[src/rtl/core/c8ic_pkg.sv]
`timescale 1ns / 1ps
`default_nettype none
package c8ic_pkg;

  // Core sizing
  localparam int MEM_BYTES     = 4096;
  localparam int PROGRAM_START = 512;
  localparam int STACK_DEPTH   = 16;
  localparam int SCREEN_W      = 64;
  localparam int SCREEN_H      = 32;
  localparam int NUM_KEYS      = 16;

  localparam int MEM_AW = $clog2(MEM_BYTES);
  localparam int SP_W   = $clog2(STACK_DEPTH);
  localparam int SW_W   = $clog2(SCREEN_W);
  localparam int SH_W   = $clog2(SCREEN_H);
  localparam int KEY_W  = (NUM_KEYS > 1) ? $clog2(NUM_KEYS) : 1;

  // Request commands
  localparam logic [2:0] CMD_STEP     = 3'd0;
  localparam logic [2:0] CMD_WRITE    = 3'd1;
  localparam logic [2:0] CMD_KEY      = 3'd2;
  localparam logic [2:0] CMD_READ     = 3'd3;
  localparam logic [2:0] CMD_RESET_PC = 3'd4;

  // Result status
  localparam logic [1:0] ST_OK     = 2'd0;
  localparam logic [1:0] ST_UNIMPL = 2'd1;
  localparam logic [1:0] ST_WRAP   = 2'd2;

  // Opcode constants
  localparam logic [15:0] OP_RETURN  = 16'h00EE;
  localparam logic [7:0]  OP_STORE   = 8'h55;
  localparam logic [7:0]  OP_LOAD    = 8'h65;
  localparam logic [7:0]  OP_KEYSKIP = 8'h9E;
  localparam logic [3:0]  GRP_DRAW   = 4'hD;
  localparam logic [3:0]  GRP_F      = 4'hF;

  typedef enum logic [3:0] {
    S_CLEAR, S_IDLE, S_RD, S_MISC, S_F0, S_F1, S_F2, S_EXEC,
    S_DI, S_DD, S_DFIN, S_ST, S_LI, S_LD, S_OUT
  } c8ic_state_t;

  typedef enum logic [2:0] {
    MA_CLEAR, MA_ITEM, MA_PC, MA_PC1, MA_IDX
  } c8ic_msel_t;

  typedef struct packed {
    logic              accept;
    c8ic_msel_t        msel;
    logic              clear;
    logic              store;
    logic              cap_hi;
    logic              cap_lo;
    logic              exec;
    logic              draw_row;
    logic              draw_fin;
    logic              load_reg;
    logic              misc;
    logic              load_out;
    logic [3:0]        cnt;
    logic [MEM_AW-1:0] clr_addr;
  } c8ic_cmd_t;

  typedef struct packed {
    logic [15:0] op;
  } c8ic_stat_t;

  // 12-bit address onto the memory index
  function automatic logic [MEM_AW-1:0] mem_idx(input logic [11:0] a);
    logic [MEM_AW+11:0] t;
    t = {{MEM_AW{1'b0}}, a};
    return t[MEM_AW-1:0];
  endfunction

endpackage
`default_nettype wire

[src/rtl/core/c8ic_ctrl.sv]
`timescale 1ns / 1ps
`default_nettype none
module c8ic_ctrl
  import c8ic_pkg::*;
(
  input  wire logic       clk,
  input  wire logic       rst_n,
  input  wire logic       in_valid,
  input  wire logic [2:0] in_cmd,
  output logic            in_ready,
  output logic            out_valid,
  input  wire logic       out_ready,
  input  wire c8ic_stat_t stat,
  output c8ic_cmd_t       cmd
);

  c8ic_state_t       state_r, state_nxt;
  logic [3:0]        cnt_r, cnt_nxt;
  logic [MEM_AW-1:0] clr_r, clr_nxt;
  logic              ov_r, ov_nxt;
  logic              out_free;
  logic [3:0]        grp, nx, n;
  logic [7:0]        nn;

  assign grp = stat.op[15:12];
  assign nx  = stat.op[11:8];
  assign n   = stat.op[3:0];
  assign nn  = stat.op[7:0];
  assign out_free = !ov_r || out_ready;
  assign out_valid = ov_r;

  // next state
  always_comb begin
    state_nxt = state_r;
    case (state_r)
      S_CLEAR: if (clr_r == MEM_AW'(MEM_BYTES - 1)) state_nxt = S_IDLE;
      S_IDLE:  if (in_valid) state_nxt = (in_cmd == CMD_STEP) ? S_F0 : S_RD;
      S_RD:    state_nxt = S_MISC;
      S_MISC:  state_nxt = S_OUT;
      S_F0:    state_nxt = S_F1;
      S_F1:    state_nxt = S_F2;
      S_F2:    state_nxt = S_EXEC;
      S_EXEC: begin
        if (grp == GRP_DRAW) state_nxt = (n == 4'd0) ? S_DFIN : S_DI;
        else if (grp == GRP_F && nn == OP_STORE) state_nxt = S_ST;
        else if (grp == GRP_F && nn == OP_LOAD) state_nxt = S_LI;
        else state_nxt = S_OUT;
      end
      S_DI:    state_nxt = S_DD;
      S_DD:    state_nxt = (cnt_r + 4'd1 == n) ? S_DFIN : S_DI;
      S_DFIN:  state_nxt = S_OUT;
      S_ST:    if (cnt_r == nx) state_nxt = S_OUT;
      S_LI:    state_nxt = S_LD;
      S_LD:    state_nxt = (cnt_r == nx) ? S_OUT : S_LI;
      S_OUT:   if (out_free) state_nxt = S_IDLE;
      default: state_nxt = S_IDLE;
    endcase
  end

  // outputs and counters
  always_comb begin
    cmd = '0;
    cmd.msel = MA_PC;
    cmd.cnt = cnt_r;
    cmd.clr_addr = clr_r;
    in_ready = 1'b0;
    cnt_nxt = cnt_r;
    clr_nxt = clr_r;
    ov_nxt = ov_r && !out_ready;
    case (state_r)
      S_CLEAR: begin
        cmd.msel = MA_CLEAR;
        cmd.clear = 1'b1;
        clr_nxt = clr_r + MEM_AW'(1);
      end
      S_IDLE: begin
        in_ready = 1'b1;
        cmd.accept = in_valid;
      end
      S_RD:   cmd.msel = MA_ITEM;
      S_MISC: begin
        cmd.msel = MA_ITEM;
        cmd.misc = 1'b1;
      end
      S_F0:   cmd.msel = MA_PC;
      S_F1: begin
        cmd.msel = MA_PC1;
        cmd.cap_hi = 1'b1;
      end
      S_F2:   cmd.cap_lo = 1'b1;
      S_EXEC: begin
        cmd.exec = 1'b1;
        cnt_nxt = 4'd0;
      end
      S_DI:   cmd.msel = MA_IDX;
      S_DD: begin
        cmd.draw_row = 1'b1;
        cnt_nxt = cnt_r + 4'd1;
      end
      S_DFIN: cmd.draw_fin = 1'b1;
      S_ST: begin
        cmd.msel = MA_IDX;
        cmd.store = 1'b1;
        cnt_nxt = cnt_r + 4'd1;
      end
      S_LI:   cmd.msel = MA_IDX;
      S_LD: begin
        cmd.load_reg = 1'b1;
        cnt_nxt = cnt_r + 4'd1;
      end
      S_OUT: begin
        if (out_free) begin
          cmd.load_out = 1'b1;
          ov_nxt = 1'b1;
        end
      end
      default: ;
    endcase
  end

  always_ff @(posedge clk) begin
    if (!rst_n) begin
      state_r <= S_CLEAR;
      cnt_r <= '0;
      clr_r <= '0;
      ov_r <= 1'b0;
    end else begin
      state_r <= state_nxt;
      cnt_r <= cnt_nxt;
      clr_r <= clr_nxt;
      ov_r <= ov_nxt;
    end
  end

endmodule
`default_nettype wire

[config.mk]
export PLATFORM = sky130hd
export DESIGN_NAME = c8ic_ctrl
export DESIGN_NICKNAME = d
export VERILOG_FILES = /design/src/rtl/core/c8ic_pkg.sv /design/src/rtl/core/c8ic_ctrl.sv
export SDC_FILE = /design/constraint.sdc
export NUM_CORES = 1
export LEC_CHECK = 0
export ABC_AREA = 1
export BUFFER_PORTS_ARGS = -buffer_cell sky130_fd_sc_hd__buf_2
export CAP_MARGIN = 20
export CORE_MARGIN = 2
export CORE_UTILIZATION = 45
export CTS_CLUSTER_SIZE = 10
export DETAILED_ROUTE_END_ITERATION = 8
export HOLD_SLACK_MARGIN = 0.1
export PLACE_DENSITY_LB_ADDON = 0.15
export SETUP_SLACK_MARGIN = 0.15
export SYNTH_ARGS = -nofsm -noshare
export SYNTH_HDL_FRONTEND = slang
export SYNTH_SLANG_ARGS = --single-unit
[constraint.sdc]
create_clock -name clk -period 1.9 [get_ports clk]
set_input_delay 0.19 -clock clk [delete_from_list [all_inputs] [get_ports clk]]
set_output_delay 0.19 -clock clk [all_outputs]
set_load 0.005 [all_outputs]
# Yosys cells after proc, flatten, opt, wreduce, memory -nomap -nowiden
# Index checks and enable logic that the tools add are counted.
# totals
out_inout_bits	32
regBits	21
elab_cells	75
# op_classes
mux	29
addsub	2
eq_ne	25
reduce_logical	15
# ops
cell	count
case mux 4 bit (14 select lines)	1
equality test 4 bit (second input constant)	9
equality test 4 x 3 -> 1 bit (second input constant)	4
equality test 8 x 7 -> 1 bit (second input constant)	2
2-to-1 mux 4 bit	4
2-to-1 mux 1 bit	15
adder 12 x 1 -> 12 bit (second input constant)	1
equality test 12 bit (second input constant)	1
case mux 3 bit (4 select lines)	1
2-to-1 mux 3 bit	3
equality test 4 x 2 -> 1 bit (second input constant)	2
equality test 4 bit	2
zero test 4 bit	2
2-to-1 mux 2 bit	4
!= test 2 bit (second input constant)	4
case mux 4 bit (2 select lines)	1
OR reduction 3 bit	2
adder 4 x 1 -> 4 bit (second input constant)	1
equality test 4 x 1 -> 1 bit (second input constant)	1
AND reduction 4 bit	1
OR reduction 2 bit	2
logical AND 1 bit	3
zero test 3 bit	1
zero test 1 bit	2
2 further kinds	2

# Logic depth before layout (Yosys ltp)
# logic_depth
ltp_word	6
ltp_mapped	11
depth_no_buf	11

# Worst setup path before layout
# No wires, ideal clock.
# synth_timing
path_kind	register to register
start	register clr_r[1]
end	register state_r[0]
path_buffers	0
required_ns	1.836
path_slack_ns	0.515
setup_time_ns	0.064
period_less_slack_ns	1.385
t_arrival_ns	1.321
path_stages_with_launch	10
path_cell_list	dfxtp_1 > ha_1 > nand3_1 > nor3_1 > nand2_1 > nand2_1 > nand2_1 > nor2_1 > o21ai_0 > nor2_1
# synth_between
elab_chain_cells	3
# synth_lines
element	line	text
start, declared	c8ic_ctrl.sv:19	logic [MEM_AW-1:0] clr_r, clr_nxt;
start signal, assigned	c8ic_ctrl.sv:130	clr_r <= clr_nxt;
equality test 12 bit	c8ic_ctrl.sv:36	S_CLEAR: if (clr_r == MEM_AW'(MEM_BYTES - 1)) state_nxt = S_IDLE;
!= test 2 bit (no line)	-	
AND reduction 4 bit (no line)	-	
end signal, assigned	c8ic_ctrl.sv:128	state_r <= state_nxt;
end, declared	c8ic_ctrl.sv:17	c8ic_state_t state_r, state_nxt;
# No other way between the ends.
# A chain may end at the register's enable or synchronous reset.

==> metrics.md <==
| Metric | Value |
|---|---|
| Status | completed |
| I/O Buffers | between 50 and 60 |
| Number of top-level pins | between 50 and 60 |
| Vias per inst | between 4 and 5 |
| Later-pin clock latency in the skew report | 0.30 ns |
| DP HPWL | approximately 2800 microns |
| Critical path endpoint category | output port |
| DRT Pass-1 Iters | 4 |
| Crit path max fanout | 5 |
| Finished Layout Cells | 348 |
| WS Path Type | flop to output port |
| Num CTS Buffers | 3 |
| Yosys Warn Count | 0 |
| Share of the synthesized area in the top cell type | 0.284 |
| Die X | slightly above 60 microns |
| Initial core utilization | 0.477 |
| Finished Cell Area | 1830 sq um |
| Sequential cell area fraction in the yosys report | 0.284 |
| Synth Instances | between 200 and 250 |
| GR Overflow Total | 0 |
| Wire per inst | around 10 microns |
| RePlAce Congestion | 0.835 |
| CTS tree | yes |
| Fmax | roughly 0.6 GHz |
| Layout Nets | 330 |
| Yosys reg bits | 21 |
| Final antenna-violating net count | 0 |
| Placed cells | approximately 340 |
| Syn-to-layout area delta | 23.6% |
| Final setup vio count | 0 |
| HP Class | input port to flop |
| Synth area leaders | dfxtp_1 (28%), nand2_1 (17%), inv_1 (10%) |
| CTS Sinks | 21 |
| Worst EP arrival | about 1.5 ns |
| Core area | ~3100 sq um |
| Peak supply drop | just over 0.0004 V |
| Grt met1 use | 0.252 |
| Worst slew pin tran | between 0.2 and 0.3 ns |
| Via Count | roughly 1,700 |
| Global Route Usage Sum | 0.209 |
| Ant diodes | 0 |
| Syn Area/Cell | around 6.0 sq um |
| Final worst-path cycle share | 0.874 |
| Met3 Use GR | 0.0210 |
| Filler Cell Count | ~350 |
| Cell taking the most area after synthesis | dfxtp_1 |
| Distinct cells, synth | 33 |
| Die Span Y | about 61 microns |
| Pwr dens | slightly above 500 nW/um^2 |
| Clock skew | between 0.009 and 0.01 ns |
| Clock Path Buffers | 2 |
| Slew Limit Fails | 0 |
| Crit start category | flop |
| Initial antenna violation count | 0 |
| Syn nets | about 270 |
| Vias in the first global route | roughly 1,500 |
| Clk slew on worst S/H paths | about 0.11 ns |
| DRC viols | 0 |
| Worst rel slew slack | 0.814 |
| Largest net degree at the start of global routing | 13 |
| Drt total wl | roughly 3500 microns |
| Post-DP Area | around 1800 sq um |
| TNS Setup | 0 ns |
| Final hold vios | 0 |
| First-pass GRT wire length | 6000 microns |
| RSZ-0062 raised after global routing | yes |
| Post-CTS Setup Inserts | 0 |
| Max_cap viols | 0 |
| Iter 0 DRT Violations | slightly below 70 |
| Root Buffer | clkbuf_4 |
| Met2 Use GR | 0.381 |
| Final critical-path required period | roughly 1.7 ns |
| GR peak layer | met2 |
| Synth Cell Area | ~1500 sq um |
| Req. time, crit path | about 1.7 ns |
| Htree depth | 1 |
| Placement Rows | 20 |
| Layout cells sized above 1 | 0.253 |
| Leakage | between 0.9 and 1 nW |
| Die area | around 3800 sq um |
through the flow:
stage                     utilization  worst slack [ns]  hold slack (ns)  power (mW)
after floorplan                     -             0.515            0.328       0.646
after global placement          0.577             0.367            0.476       0.732
after detailed placement        0.577             0.366            0.482       0.735
after CTS                       0.586             0.197            0.146       0.951
after global routing            0.590             0.130            0.171        1.02
final                           0.590             0.239            0.159       0.938
cells by family (layout without fill, tap and decap cells):
logic type / Yosys count / after routing / synth area share
AOI/OAI and AO/OA: 37 / 37 / 0.131
xor gates and xnor gates: 3 / 3 / 0.0177
adders and majority gates: 2 / 2 / 0.0169
buffers and inverters: 48 / 104 / 0.128
DFF: 21 / 21 / 0.284
and+or+nand+nor: 137 / 137 / 0.422
worst paths after layout:
check              from    endpoint  slack, ns  depth (start not counted)
max          state_r[3]     cmd[27]       0.24                          6
min           out_ready   out_valid       0.16                          4
max reg2reg  state_r[1]  state_r[0]       0.34                          7
min reg2reg   out_valid   out_valid       0.50                          2
synthesized netlist by cell type (all sizes together):
master  number
xnor2        2
o22ai        1
a22oi        1
a21boi       1
dfxtp       21
o21a         1
clkinv       1
clkbuf       1
nor3        10
a21oi       22
nand4        3
nand2       68
ha           2
xor2         1
or2          1
nand3b       1
buf          1
o21ai       11
and3         1
nand3       19
nor2        34
inv         45
routing by layer:
metal	wire length, microns	part of all wire
met1	1560	0.45
met2	1690	0.48
met3	207	0.059
met4	36	0.010
met5	0	0
power by group:
| part | switching (mW) | internal [mW] | leakage (nW) |
|---|---|---|---|
| Combinational | 0.149 | 0.0934 | 0.774 |
| Clock | 0.133 | 0.0785 | 0.0177 |
| Sequential | 0.0211 | 0.463 | 0.171 |
| Total | 0.303 | 0.635 | 0.963 |
layout make-up:
cell class | instances | area (sq um) | area share
multi-input combinational | 179 | 880 | 0.481
sequential | 21 | 423 | 0.231
timing repair buffer | 54 | 270 | 0.148
inverter | 46 | 175 | 0.0957
tap | 44 | 55.1 | 0.0301
clock buffer | 3 | 22.5 | 0.0123
clock inverter | 1 | 5.00 | 0.00273
timing repair:
| item | 4_1_cts | 5_1_grt |
|---|---|---|
| hold endpoints to repair | 0 | 0 |
| hold buffers | 0 | 0 |
| setup endpoints to repair | 0 | 6 |
| resized for setup | 0 | 4 |
worst max-delay path, stage by stage, from the launching register on:
cell,delay [ns]
dfxtp_1,0.43
inv_2,0.09
nor2_1,0.18
inv_1,0.12
o22ai_2,0.15
a21oi_1,0.07
buf_2,0.13
cell usage in the layout (no fill, tap or decap), types with 3 or more instances in the layout:
master	instances
nor3_1	8
inv_1	40
clkbuf_4	3
nand2_1	66
nand3_1	18
a21oi_1	22
dfxtp_1	19
o21ai_0	10
nor2_1	30
buf_2	54
inv_2	4
sequential cells by signal, indices dropped and copies added, names as in the netlist:
signal,flops
clr_r,12
state_r,4
out_valid,1
cnt_r,4
Note: power is estimated with default switching activity, not from simulation.
